`src/rtl/core/rbc_pkg.sv`:
```
// Shared types and constants of the resampler and bit crusher.
package rbc_pkg;

  localparam int CODE_W    = 12;
  localparam int PHASE_W   = 32;
  localparam int CFG_IDX_W = 1;
  localparam int QUEUE_DEPTH = 2;

  // register indexes on the configuration port
  localparam logic [CFG_IDX_W-1:0] REG_PHASE_STEP = 1'b0;
  localparam logic [CFG_IDX_W-1:0] REG_BIT_DEPTH  = 1'b1;

  localparam logic [PHASE_W-1:0] PHASE_STEP_RESET = 32'd33554432;

  // scale 127 = (1 << 7) - 1, scale 2047 = (1 << 11) - 1
  localparam int SHIFT_8BIT  = 7;
  localparam int SHIFT_12BIT = 11;

  typedef enum logic {
    JOB_INTERP = 1'b0,
    JOB_HOLD   = 1'b1
  } job_kind_t;

  typedef struct packed {
    job_kind_t kind;
    logic      last;
  } job_ctl_t;

  typedef struct packed {
    logic valid;
    logic last;
  } quant_ctl_t;

endpackage

```
`src/rtl/core/rbc_front.sv`:
```
// Input front end: accepts samples, keeps the previous one and classifies jobs.
module rbc_front #(
  parameter int SAMPLE_WIDTH = 18
) (
  input  logic                           clk,
  input  logic                           rst_n,
  input  logic                           in_valid,
  input  logic signed [SAMPLE_WIDTH-1:0] in_sample,
  input  logic                           in_last,
  output logic                           in_ready,
  input  logic                           q_full,
  output logic                           q_push,
  output rbc_pkg::job_ctl_t              q_ctl,
  output logic signed [SAMPLE_WIDTH-1:0] q_prev,
  output logic signed [SAMPLE_WIDTH-1:0] q_cur
);
  import rbc_pkg::*;

  logic                           accept;
  logic                           have_prev_r;
  logic signed [SAMPLE_WIDTH-1:0] prev_r;

  assign in_ready = !q_full;
  assign accept   = in_valid && in_ready;

  // first sample of a buffer that is not also its last gives no job
  assign q_push     = accept && (have_prev_r || in_last);
  assign q_ctl.kind = have_prev_r ? JOB_INTERP : JOB_HOLD;
  assign q_ctl.last = in_last;
  assign q_prev     = prev_r;
  assign q_cur      = in_sample;

  always_ff @(posedge clk) begin
    if (!rst_n) begin
      have_prev_r <= 1'b0;
      prev_r      <= '0;
    end else if (accept) begin
      if (in_last) begin
        have_prev_r <= 1'b0;
        prev_r      <= '0;
      end else begin
        have_prev_r <= 1'b1;
        prev_r      <= in_sample;
      end
    end
  end

endmodule

```
`src/rtl/core/rbc_queue.sv`:
```
// Small job queue between the front end and the sequencer.
module rbc_queue #(
  parameter int DATA_W = 38,
  parameter int DEPTH  = 2
) (
  input  logic              clk,
  input  logic              rst_n,
  input  logic              push,
  input  logic [DATA_W-1:0] push_data,
  output logic              full,
  input  logic              pop,
  output logic [DATA_W-1:0] pop_data,
  output logic              empty
);
  localparam int PTR_W = (DEPTH > 1) ? $clog2(DEPTH) : 1;
  localparam int CNT_W = $clog2(DEPTH + 1);

  logic [DATA_W-1:0] mem_r [DEPTH];
  logic [PTR_W-1:0]  wr_ptr_r;
  logic [PTR_W-1:0]  rd_ptr_r;
  logic [CNT_W-1:0]  cnt_r;
  logic              do_push;
  logic              do_pop;

  assign full     = (cnt_r == CNT_W'(DEPTH));
  assign empty    = (cnt_r == '0);
  assign do_push  = push && !full;
  assign do_pop   = pop && !empty;
  assign pop_data = mem_r[rd_ptr_r];

  always_ff @(posedge clk) begin
    if (do_push) begin
      mem_r[wr_ptr_r] <= push_data;
    end
  end

  always_ff @(posedge clk) begin
    if (!rst_n) begin
      wr_ptr_r <= '0;
      rd_ptr_r <= '0;
      cnt_r    <= '0;
    end else begin
      if (do_push) begin
        wr_ptr_r <= (wr_ptr_r == PTR_W'(DEPTH - 1)) ? '0 : wr_ptr_r + 1'b1;
      end
      if (do_pop) begin
        rd_ptr_r <= (rd_ptr_r == PTR_W'(DEPTH - 1)) ? '0 : rd_ptr_r + 1'b1;
      end
      if (do_push && !do_pop) begin
        cnt_r <= cnt_r + 1'b1;
      end else if (do_pop && !do_push) begin
        cnt_r <= cnt_r - 1'b1;
      end
    end
  end

endmodule

```
`src/rtl/core/rbc_back.sv`:
```
// Output sequencer: walks the read position and issues one output per cycle while en is high.
module rbc_back #(
  parameter int SAMPLE_WIDTH    = 18,
  parameter int PHASE_FRAC_BITS = 24,
  parameter int MAX_OUTPUTS     = 8
) (
  input  logic                              clk,
  input  logic                              rst_n,
  input  logic                              en,
  input  logic [rbc_pkg::PHASE_W-1:0]       phase_step,
  input  logic                              q_empty,
  input  rbc_pkg::job_ctl_t                 q_ctl,
  input  logic signed [SAMPLE_WIDTH-1:0]    q_prev,
  input  logic signed [SAMPLE_WIDTH-1:0]    q_cur,
  output logic                              q_pop,
  output rbc_pkg::quant_ctl_t               issue,
  output logic [PHASE_FRAC_BITS-1:0]        issue_f,
  output logic signed [SAMPLE_WIDTH-1:0]    issue_a,
  output logic signed [SAMPLE_WIDTH-1:0]    issue_b
);
  import rbc_pkg::*;

  localparam int RP_W  = PHASE_W + 1;
  localparam int CNT_W = $clog2(MAX_OUTPUTS + 1);
  localparam logic [RP_W-1:0] ONE_POS = RP_W'(1) << PHASE_FRAC_BITS;
  localparam logic [RP_W-1:0] TWO_POS = RP_W'(1) << (PHASE_FRAC_BITS + 1);

  typedef enum logic [1:0] {
    S_IDLE,
    S_INTERP,
    S_HOLD
  } state_t;

  state_t                         state_r;
  logic [PHASE_W-1:0]             read_pos_r;
  logic [RP_W-1:0]                rp_r;
  logic [CNT_W-1:0]               cnt_r;
  logic                           last_r;
  logic signed [SAMPLE_WIDTH-1:0] prev_r;
  logic signed [SAMPLE_WIDTH-1:0] cur_r;

  logic [RP_W-1:0] rp_nxt;
  logic [RP_W-1:0] rp_wrap;
  logic            below_one;
  logic            cnt_full;
  logic            cnt_last;
  logic            emit;

  assign rp_nxt    = rp_r + {1'b0, phase_step};
  assign below_one = (rp_r < ONE_POS);
  assign rp_wrap   = below_one ? '0 : rp_r - ONE_POS;
  assign cnt_full  = (cnt_r == CNT_W'(MAX_OUTPUTS));
  assign cnt_last  = (cnt_r == CNT_W'(MAX_OUTPUTS - 1));
  assign emit      = (state_r != S_IDLE) && below_one && !cnt_full;
  assign q_pop     = en && (state_r == S_IDLE) && !q_empty;

  // held samples go through the interpolator with both ends equal
  assign issue_f = rp_r[PHASE_FRAC_BITS-1:0];
  assign issue_a = (state_r == S_HOLD) ? cur_r : prev_r;
  assign issue_b = cur_r;

  always_comb begin
    issue.valid = emit;
    case (state_r)
      S_INTERP: issue.last = last_r && (cnt_last || (rp_nxt >= TWO_POS));
      S_HOLD:   issue.last = cnt_last || (rp_nxt >= ONE_POS);
      default:  issue.last = 1'b0;
    endcase
  end

  always_ff @(posedge clk) begin
    if (!rst_n) begin
      state_r    <= S_IDLE;
      read_pos_r <= '0;
      rp_r       <= '0;
      cnt_r      <= '0;
      last_r     <= 1'b0;
    end else if (en) begin
      case (state_r)
        S_IDLE: begin
          if (!q_empty) begin
            prev_r <= q_prev;
            cur_r  <= q_cur;
            last_r <= q_ctl.last;
            cnt_r  <= '0;
            if (q_ctl.kind == JOB_INTERP) begin
              rp_r    <= {1'b0, read_pos_r};
              state_r <= S_INTERP;
            end else begin
              rp_r    <= '0;
              state_r <= S_HOLD;
            end
          end
        end
        S_INTERP: begin
          if (emit) begin
            rp_r  <= rp_nxt;
            cnt_r <= cnt_r + 1'b1;
          end else if (last_r) begin
            rp_r    <= rp_wrap;
            state_r <= S_HOLD;
          end else begin
            read_pos_r <= rp_wrap[PHASE_W-1:0];
            state_r    <= S_IDLE;
          end
        end
        S_HOLD: begin
          if (emit) begin
            rp_r  <= rp_nxt;
            cnt_r <= cnt_r + 1'b1;
          end else begin
            read_pos_r <= '0;
            state_r    <= S_IDLE;
          end
        end
        default: begin
          state_r <= S_IDLE;
        end
      endcase
    end
  end

endmodule

```
`src/rtl/core/rbc_quant.sv`:
```
// Interpolation and quantizer pipeline with the output register.
module rbc_quant #(
  parameter int SAMPLE_WIDTH    = 18,
  parameter int PHASE_FRAC_BITS = 24
) (
  input  logic                                  clk,
  input  logic                                  rst_n,
  input  logic                                  mode,
  input  rbc_pkg::quant_ctl_t                   issue,
  input  logic [PHASE_FRAC_BITS-1:0]            issue_f,
  input  logic signed [SAMPLE_WIDTH-1:0]        issue_a,
  input  logic signed [SAMPLE_WIDTH-1:0]        issue_b,
  output logic                                  en,
  output logic                                  out_valid,
  input  logic                                  out_ready,
  output logic signed [rbc_pkg::CODE_W-1:0]     out_code,
  output logic                                  out_last
);
  import rbc_pkg::*;

  localparam int F      = PHASE_FRAC_BITS;
  localparam int DIFF_W = SAMPLE_WIDTH + 1;
  localparam int PROD_W = SAMPLE_WIDTH + F + 2;
  localparam int V_W    = ((SAMPLE_WIDTH > 16) ? SAMPLE_WIDTH : 16) + F + 2;
  localparam int MAG_W  = 16 + F;
  localparam int P_W    = MAG_W + SHIFT_12BIT;
  localparam logic signed [V_W-1:0] FULL = V_W'(1) << (15 + F);
  localparam logic [P_W-1:0] HALF = P_W'(1) << (14 + F);

  logic signed [DIFF_W-1:0]       diff;
  logic signed [PROD_W-1:0]       prod;
  logic signed [V_W-1:0]          v;
  logic signed [V_W-1:0]          v_clamp;
  logic [V_W-1:0]                 v_abs;
  logic [P_W-1:0]                 scaled;
  logic [CODE_W-1:0]              code_mag;

  logic                           v1_r;
  logic                           last1_r;
  logic signed [PROD_W-1:0]       prod_r;
  logic signed [SAMPLE_WIDTH-1:0] base_r;
  logic                           v2_r;
  logic                           last2_r;
  logic                           neg_r;
  logic [MAG_W-1:0]               mag_r;

  // advance the whole pipeline unless a result waits at the output
  assign en = !out_valid || out_ready;

  assign diff = DIFF_W'(issue_b) - DIFF_W'(issue_a);
  assign prod = $signed({1'b0, issue_f}) * diff;

  always_comb begin
    v = (V_W'(base_r) <<< F) + V_W'(prod_r);
    if (v > FULL) begin
      v_clamp = FULL;
    end else if (v < -FULL) begin
      v_clamp = -FULL;
    end else begin
      v_clamp = v;
    end
    v_abs = v_clamp[V_W-1] ? -v_clamp : v_clamp;
  end

  always_comb begin
    if (mode) begin
      scaled = (P_W'(mag_r) << SHIFT_12BIT) - P_W'(mag_r) + HALF;
    end else begin
      scaled = (P_W'(mag_r) << SHIFT_8BIT) - P_W'(mag_r) + HALF;
    end
    code_mag = scaled[P_W-1 -: CODE_W];
  end

  always_ff @(posedge clk) begin
    if (en) begin
      prod_r   <= prod;
      base_r   <= issue_a;
      last1_r  <= issue.last;
      neg_r    <= v[V_W-1];
      mag_r    <= v_abs[MAG_W-1:0];
      last2_r  <= last1_r;
      out_code <= neg_r ? -code_mag : code_mag;
      out_last <= last2_r;
    end
  end

  always_ff @(posedge clk) begin
    if (!rst_n) begin
      v1_r      <= 1'b0;
      v2_r      <= 1'b0;
      out_valid <= 1'b0;
    end else if (en) begin
      v1_r      <= issue.valid;
      v2_r      <= v1_r;
      out_valid <= v2_r;
    end
  end

endmodule

```
`src/rtl/core/resample_and_bitcrush.sv`:
```
// Top level of the linear-interpolation resampler with bit-depth quantizer.
//
// Usage: samples enter on the in_ channel (valid/ready), one signed Q2.15
// sample per transaction, with in_last on the final sample of a buffer. Each
// input transaction yields zero to MAX_OUTPUTS output transactions on the out_
// channel (valid/ready), each a signed integer code, with out_last on the final
// output of a buffer. cfg_we writes phase_step (index 0, Q8.24 advance per
// output) or bit_depth_mode (index 1); write them only while the block is idle.
//
// Timing: the front end accepts a sample and passes a job through a two-entry
// queue. The sequencer loads a job from its idle state, issues one output per
// cycle while the back end is not frozen, and closes each phase in a state step
// of its own. The interpolator and quantizer register the product, the clamped
// magnitude and the rounded code in turn (multiply, clamp, scale and round). A
// first sample of a longer buffer gives no job.
//
// Reset clears the previous sample, the read position, the queue and all valid
// flags; no clearing pass is needed. When the receiver stalls, the output
// register holds its transaction and the whole back end freezes; the front end
// keeps accepting until the queue fills.
module resample_and_bitcrush #(
  parameter int SAMPLE_WIDTH    = 18,
  parameter int PHASE_FRAC_BITS = 24,
  parameter int MAX_OUTPUTS     = 8
) (
  input  logic                                clk,
  input  logic                                rst_n,
  input  logic                                in_valid,
  output logic                                in_ready,
  input  logic signed [SAMPLE_WIDTH-1:0]      in_sample,
  input  logic                                in_last,
  output logic                                out_valid,
  input  logic                                out_ready,
  output logic signed [rbc_pkg::CODE_W-1:0]   out_code,
  output logic                                out_last,
  input  logic                                cfg_we,
  input  logic [rbc_pkg::CFG_IDX_W-1:0]       cfg_index,
  input  logic [rbc_pkg::PHASE_W-1:0]         cfg_wdata
);
  import rbc_pkg::*;

  localparam int CTL_W = $bits(job_ctl_t);
  localparam int JOB_W = CTL_W + 2 * SAMPLE_WIDTH;

  logic [PHASE_W-1:0]             phase_step_r;
  logic                           bit_depth_r;

  job_ctl_t                       f_ctl;
  logic signed [SAMPLE_WIDTH-1:0] f_prev;
  logic signed [SAMPLE_WIDTH-1:0] f_cur;
  logic                           q_push;
  logic                           q_full;
  logic                           q_pop;
  logic                           q_empty;
  logic [JOB_W-1:0]               q_wdata;
  logic [JOB_W-1:0]               q_rdata;
  job_ctl_t                       b_ctl;
  logic signed [SAMPLE_WIDTH-1:0] b_prev;
  logic signed [SAMPLE_WIDTH-1:0] b_cur;

  quant_ctl_t                     issue;
  logic [PHASE_FRAC_BITS-1:0]     issue_f;
  logic signed [SAMPLE_WIDTH-1:0] issue_a;
  logic signed [SAMPLE_WIDTH-1:0] issue_b;
  logic                           en;

  // configuration registers: only bit 0 of the mode word is kept
  always_ff @(posedge clk) begin
    if (!rst_n) begin
      phase_step_r <= PHASE_STEP_RESET;
      bit_depth_r  <= 1'b0;
    end else if (cfg_we) begin
      case (cfg_index)
        REG_PHASE_STEP: phase_step_r <= cfg_wdata;
        REG_BIT_DEPTH:  bit_depth_r  <= cfg_wdata[0];
        default: begin
        end
      endcase
    end
  end

  rbc_front #(
    .SAMPLE_WIDTH (SAMPLE_WIDTH)
  ) u_front (
    .clk       (clk),
    .rst_n     (rst_n),
    .in_valid  (in_valid),
    .in_sample (in_sample),
    .in_last   (in_last),
    .in_ready  (in_ready),
    .q_full    (q_full),
    .q_push    (q_push),
    .q_ctl     (f_ctl),
    .q_prev    (f_prev),
    .q_cur     (f_cur)
  );

  // pack the job: control word, previous sample, current sample
  assign q_wdata = {f_ctl, f_prev, f_cur};
  assign b_ctl   = job_ctl_t'(q_rdata[JOB_W-1 -: CTL_W]);
  assign b_prev  = q_rdata[2*SAMPLE_WIDTH-1 -: SAMPLE_WIDTH];
  assign b_cur   = q_rdata[SAMPLE_WIDTH-1:0];

  rbc_queue #(
    .DATA_W (JOB_W),
    .DEPTH  (QUEUE_DEPTH)
  ) u_queue (
    .clk       (clk),
    .rst_n     (rst_n),
    .push      (q_push),
    .push_data (q_wdata),
    .full      (q_full),
    .pop       (q_pop),
    .pop_data  (q_rdata),
    .empty     (q_empty)
  );

  rbc_back #(
    .SAMPLE_WIDTH    (SAMPLE_WIDTH),
    .PHASE_FRAC_BITS (PHASE_FRAC_BITS),
    .MAX_OUTPUTS     (MAX_OUTPUTS)
  ) u_back (
    .clk        (clk),
    .rst_n      (rst_n),
    .en         (en),
    .phase_step (phase_step_r),
    .q_empty    (q_empty),
    .q_ctl      (b_ctl),
    .q_prev     (b_prev),
    .q_cur      (b_cur),
    .q_pop      (q_pop),
    .issue      (issue),
    .issue_f    (issue_f),
    .issue_a    (issue_a),
    .issue_b    (issue_b)
  );

  rbc_quant #(
    .SAMPLE_WIDTH    (SAMPLE_WIDTH),
    .PHASE_FRAC_BITS (PHASE_FRAC_BITS)
  ) u_quant (
    .clk       (clk),
    .rst_n     (rst_n),
    .mode      (bit_depth_r),
    .issue     (issue),
    .issue_f   (issue_f),
    .issue_a   (issue_a),
    .issue_b   (issue_b),
    .en        (en),
    .out_valid (out_valid),
    .out_ready (out_ready),
    .out_code  (out_code),
    .out_last  (out_last)
  );

endmodule

```
`config.mk`:
```
export PLATFORM = sky130hd
export DESIGN_NAME = resample_and_bitcrush
export DESIGN_NICKNAME = d
export VERILOG_FILES = /design/src/rtl/core/rbc_pkg.sv /design/src/rtl/core/rbc_front.sv /design/src/rtl/core/rbc_queue.sv /design/src/rtl/core/rbc_back.sv /design/src/rtl/core/rbc_quant.sv /design/src/rtl/core/resample_and_bitcrush.sv
export SDC_FILE = /design/constraint.sdc
export NUM_CORES = 2
export LEC_CHECK = 0
export ABC_AREA = 1
export BUFFER_PORTS_ARGS = -buffer_cell sky130_fd_sc_hd__buf_2
export CAP_MARGIN = 15
export CORE_ASPECT_RATIO = 1.2
export CORE_MARGIN = 5
export CORE_UTILIZATION = 45
export CTS_BUF_LIST = sky130_fd_sc_hd__clkbuf_16
export CTS_CLUSTER_DIAMETER = 40
export DETAILED_ROUTE_END_ITERATION = 7
export MAX_ROUTING_LAYER = met4
export PLACE_DENSITY_LB_ADDON = 0.12
export SLEW_MARGIN = 20
export SYNTH_ARGS = -nofsm -noshare
export SYNTH_HDL_FRONTEND = slang
export SYNTH_SLANG_ARGS = --single-unit
```
`constraint.sdc`:
```
create_clock -name clk -period 16.5 [get_ports clk]
set_input_delay 2.475 -clock clk [delete_from_list [all_inputs] [get_ports clk]]
set_output_delay 2.475 -clock clk [all_outputs]
set_load 0.01 [all_outputs]
```
## After elaboration in Yosys (flattened, before gate mapping)

Memory sizes are Yosys's and may differ from the RTL's. A register that Yosys moved wholly into a read port is not among the register bits.
Cells that the tools add are included.

| storage, ports and cells | value |
|---|---|
| bits in registers | 285 |
| input bits | 57 |
| logic and storage cells | 136 |
| memories kept | 1 |
| output and inout port bits | 15 |
| memory bits (writable) | 76 |

Memories:

| memory | depth | bits a word | read ports | clocked after Yosys merged registers in | write ports | line | source |
|---|---|---|---|---|---|---|---|
| u_queue.mem_r | 2 | 38 | 1 | 1 | 1 | rbc_queue.sv:18 | `logic [DATA_W-1:0] mem_r [DEPTH];` |

| cells by class | value |
|---|---|
| mux-type cells | 38 |
| reduce and logical (&&, ||, !) cells | 37 |
| equal/unequal tests | 12 |
| bitwise gates (word level) | 2 |
| multipliers | 1 |
| $add $sub $neg | 15 |
| order comparisons | 5 |

Operators with widths:

| cell | count |
|---|---|
| $mux 33 | 5 |
| $mux 32 | 4 |
| $add 51x39->51 const B | 2 |
| $pmux 33 s3 | 1 |
| $mux 44 | 2 |
| $pmux 32 s2 | 1 |
| $mux 51 | 1 |
| $sub 51x40->51 | 1 |
| $sub 47x40->48 | 1 |
| $add 42x44->44 | 1 |
| $gt 44x41->1 const B | 1 |
| $lt 44x40->1 const B | 1 |
| $mul 25x19->44 | 1 |
| $mux 40 | 1 |
| $neg 40->40 | 1 |
| $mux 18 | 2 |
| $add 33x32->33 | 1 |
| $ge 33x25->1 const B | 1 |
| $ge 33x26->1 const B | 1 |
| $lt 33x25->1 const B | 1 |
| $sub 33x25->33 const B | 1 |
| $sub 18x18->19 | 1 |
| $mux 2 | 7 |
| $mux 12 | 1 |
| 29 further kinds | 70 |

## Longest topological paths before layout

| depth | value |
|---|---|
| word-level depth | 9 |
| gate-level depth with buffers | 52 |
| gate-level depth less buffers | 49 |

## Hierarchy

A second synthesis with hierarchy kept.

| second synthesis, totals | value |
|---|---|
| cell total of the unflattened synthesis | 5638 |
| area total of the unflattened synthesis | 41698.7 sq um |

By module, submodules not included:

| module | cells an instance | sequential area each (sq um) | area each (sq um) | times used |
|---|---|---|---|---|
| rbc_quant | 3909 | 3603.5 | 28369.7 | 1 |
| rbc_back | 1216 | 2522.4 | 7776.2 | 1 |
| rbc_queue | 156 | 2382.3 | 3069.2 | 1 |
| resample_and_bitcrush | 212 | 660.6 | 1510.2 | 1 |
| rbc_front | 145 | 380.4 | 973.4 | 1 |

## Least setup slack after synthesis

OpenSTA, ideal clock, no wires.

| timing | value |
|---|---|
| path kind | reg-to-reg |
| start | register u_back.state_r[0] |
| end | register u_quant.prod_r[41] (data pin) |
| path buffers | 4 |
| stages on the path, launching flop included | 51 |
| setup time | 0.265 ns |
| data arrival time | 9.154 ns |
| clock period less this slack | 9.420 ns |
| required time | 16.235 ns |
| setup slack | 7.080 ns |
| cell sequence | dfxtp_1 -> inv_1 -> ha_1 -> inv_2 -> buf_2 -> clkbuf_1 -> clkbuf_1 -> nand2_1 -> o21ai_0 -> ha_1 -> inv_1 -> fa_1 -> nand3_1 -> nand2_1 -> nand2_1 -> nand2_1 -> nand2_1 -> o21bai_1 -> [... 15 more ...] -> fa_1 -> fa_1 -> fa_1 -> inv_1 -> fa_1 -> inv_1 -> ha_1 -> a21oi_1 -> inv_1 -> a31oi_1 -> nand2_1 -> a21oi_1 -> a21oi_1 -> nor2_1 -> o21ai_0 -> a21oi_1 -> o21ai_0 -> xor2_1 |

| between the ends | value |
|---|---|
| cells in the longest elaborated chain, start to end | 4 |

RTL lines:

| what | line | source |
|---|---|---|
| start: declaration | rbc_back.sv:34 | `state_t state_r;` |
| start signal: assignment | rbc_back.sv:73 | `state_r <= S_IDLE;` |
| start signal: assignment | rbc_back.sv:88 | `state_r <= S_INTERP;` |
| start signal: assignment | rbc_back.sv:91 | `state_r <= S_HOLD;` |
| $eq 2x2->1 | rbc_back.sv:59 | `assign issue_a = (state_r == S_HOLD) ? cur_r : prev_r;` |
| $mux 18 | rbc_back.sv:59 |  |
| named net issue_a[0] | resample_and_bitcrush.sv:63 | `logic signed [SAMPLE_WIDTH-1:0] issue_a;` |
| $sub 18x18->19 | rbc_quant.sv:50 | `assign diff = DIFF_W'(issue_b) - DIFF_W'(issue_a);` |
| $mul 25x19->44 | rbc_quant.sv:51 | `assign prod = $signed({1'b0, issue_f}) * diff;` |
| named net u_quant.prod[41] | rbc_quant.sv:31 | `logic signed [PROD_W-1:0] prod;` |
| end signal: assignment | rbc_quant.sv:76 | `prod_r <= prod;` |
| end: declaration | rbc_quant.sv:40 | `logic signed [PROD_W-1:0] prod_r;` |

The timed path passes the listed nets, and every way through them passes these cells.
A chain may end at the register's enable or synchronous reset.

## Worst setup path in the final report

Ends and elaborated chain as after synthesis.

==> flow_metrics.py <==
metrics = {
    "outcome": {
        "outcome": "complete, no violations",
    },
    "worst_setup_path": {
        "reg2reg_setup_slack_ns": 6.48,
        "regToRegEndpoint": "u_quant.prod_r[41]",
        "worstReg2RegStart": "u_back.state_r[0]",
        "slowest_delay_ns": 0.55,
        "endpoint_kind": "flip-flop",
        "crit_start": "u_back.state_r[0]",
        "crit_type": "reg2reg",
        "rr_worst_depth": 39,
        "cp_data_arrival_time_ns": 10.40,
        "cpMostUsedCell": "inv_1",
        "startpoint_type": "flip-flop",
        "crit_required_ns": 16.87,
        "critPathTopFamily": "adder cells",
        "cp_max_fo": 32,
        "crit_buf_inv": 9,
        "crit_slowest_cell": "fa_1",
    },
    "clock_tree": {
        "post_cts_buffers": 0,
        "clk_path_buf_depth": 3,
        "clkTransAtPathRegs_ns": 0.06,
        "htreeDepth": 2,
        "cts_num_sinks": 362,
        "clock_latency_ns": 0.66,
        "cts_root_buf": "clkbuf_16",
        "post_cts_resized": 0,
        "cts_tree": "yes",
        "ctsHoldBuffers": 0,
        "cts_buffers": 54,
    },
    "timing": {
        "tightest_slew_ns": 1.08,
        "rsz0062_at_grt": "no",
        "tns_ns": 0,
        "drv_slew": 0,
        "maxSlewHeadroom_pct": 27.3,
        "fmax_mhz": 99.8,
        "finalSetupViolations": 0,
        "fin_crit_ns": 10.02,
        "finalClockSkew_ns": 0.0810,
        "fin_crit_sh_pct": 60.7,
        "finalHoldViolCount": 0,
    },
    "floorplan": {
        "num_rows": 119,
        "start_util_pct": 45.3,
        "core_mm2": 0.0877,
        "io-pin-count": 72,
        "dieArea_mm2": 0.0943,
        "die_y_um": 335,
        "die_w_um": 281,
    },
    "global_route": {
        "grt_max_degree": 85,
        "grt_util_all_layers_pct": 28.3,
        "grt_pass1_wl_mm": 200,
        "antenna_found_initial": 1,
        "grt_overflow_total": 0,
        "grt_pass1_vias": 34400,
    },
    "detailed_routing": {
        "via_per_inst": 5.38,
        "drt_iter0_drc": 1927,
        "first_pass_iters": 5,
        "wirelength_mm": 132,
        "via_count": 34200,
        "wire_per_inst_um": 20.7,
        "drc": 0,
        "postRouteAntennaNets": 0,
    },
    "worst_hold_path": {
        "whs_endpoint": "u_quant.out_last",
        "hp-start": "u_quant.last2_r",
        "hp-class": "reg2reg",
        "worstHoldPathCells": 0,
    },
    "logic_synthesis": {
        "synth-edff-count": 230,
        "synth_top_area_cell": "fa_1",
        "ys_seq_elements": 362,
        "ys_seq_area_share_pct": 24.0,
        "async_flop_share_pct": 0,
        "mappedNetlistArea_mm2": 0.0397,
        "ys_types": 68,
        "netlist.area_leader.share_pct": 19.0,
        "syn_area_per_cell_um2": 7.71,
        "ys_top_cells_by_area": "fa_1, edfxtp_1, nand2_1, ha_1, inv_1",
        "synth_ff_type": "edfxtp_1",
        "mappedNetlistNets": 5933,
        "yosysWarnings": 0,
        "netlist_instances": 5148,
    },
    "finish": {
        "utilization_pct": 49.1,
        "area_delta_synth_final_pct": 8.48,
        "drive_gt1_share_pct": 6.03,
        "finalNetCount": 5942,
    },
    "place": {
        "dpl.hpwl_mm": 106,
        "port_buffers": 71,
        "gp_congestion": 0.999,
    },
    "run": {
        "cap_violations": 0,
    },
}
-- area by class of cell --
cell class                 count  area [um^2]
clock buffer                  54         1350
timing repair buffer         120          723
multi-input combinational   3745        26200
inverter                     874         3290
clock inverter                48          514
tap                         1149         1440
fill                        8838        44600
sequential                   362         9550
antenna                        1         2.50
-- state kept, by name (all words and copies together), names as in the netlist, 4 cells and up, named ones only --
name / cells
phase_step_r: 32
u_back.cnt_r: 4
u_back.issue_b: 18
u_back.prev_r: 18
u_back.read_pos_r: 32
u_back.rp_r: 33
u_front.q_prev: 18
u_quant.base_r: 18
u_quant.mag_r: 40
u_quant.out_code: 12
u_quant.prod_r: 44
u_queue.mem_r: 76
-- stage by stage --
stage               hold WS, ns  cell area [um^2]  instances  setup slack, ns
floorplan                 0.400             39700       5148             7.08
CTS                       0.416             43100       6352             6.49
global placement          0.403             41200       6250             6.65
finish                    0.413             43100       6353             6.48
detailed placement        0.405             41200       6250             6.53
global route              0.426             43100       6353             5.73
-- kinds of logic after synthesis --
logic type | Yosys count | share of synthesized area [%]
compound gates | 691 | 9.97
xor+xnor | 106 | 2.45
fa+ha+maj | 728 | 30.0
buf+inv | 1041 | 10.0
flops | 362 | 24.0
mux | 1 | 0.0252
simple gates | 2219 | 23.4
-- how the worst max path moves through the flow --
stage                               endpoint  cells past startpoint
after floorplan           u_quant.prod_r[41]                     50
after global placement    u_quant.prod_r[41]                     46
after detailed placement  u_quant.prod_r[41]                     46
after CTS                 u_quant.prod_r[41]                     46
after global routing      u_quant.prod_r[41]                     46
final                     u_quant.prod_r[41]                     39
-- cell usage in the layout, fill, tap and decap left out, drive strengths merged, types with 19 or more instances in the layout --
cell type,instances
a21oi,311
a31oi,33
buf,120
clkbuf,54
clkinv,35
dfxtp,132
edfxtp,230
fa,376
ha,352
inv,880
nand2,1225
nand3,263
nand4,69
nor2,562
nor3,36
o211ai,21
o21ai,207
o21bai,19
o41ai,20
or2,29
xnor2,40
xor2,66
-- metal layers --
metal	global-route usage (%)	part of all wire, %	up-vias
li1	-	-	16500
met1	29.9	37	16400
met2	52.0	53	927
met3	3.75	4.5	346
met4	13.5	6.0	0
met5	-	0	-
-- Yosys cell counts (4+ instances only) --
cell,number
edfxtp_1,230
and3_1,5
fa_1,376
o21ai_1,6
o21ai_0,194
o21bai_1,18
dfxtp_1,132
or2_2,24
nand2_1,1212
nor3_1,33
o41ai_1,20
nand3_1,258
a221oi_1,7
clkbuf_1,132
o21ai_2,6
o221ai_1,4
xnor2_1,40
nand4_1,68
inv_1,852
o311ai_0,6
nand3b_1,11
nor2_4,20
a31oi_1,33
ha_1,352
a211oi_1,14
clkinv_1,10
nand3_2,5
a21o_1,17
xor2_1,63
nor2_1,538
buf_2,14
o31ai_1,4
buf_1,14
o21a_1,9
inv_2,10
a21oi_1,310
o211ai_1,20
a21boi_0,8
nor2_2,4
nand2_2,11
nor4_1,12
Power is not shown: default switching activity piles up to over one toggle a cycle in this logic, so the estimate is an artifact.
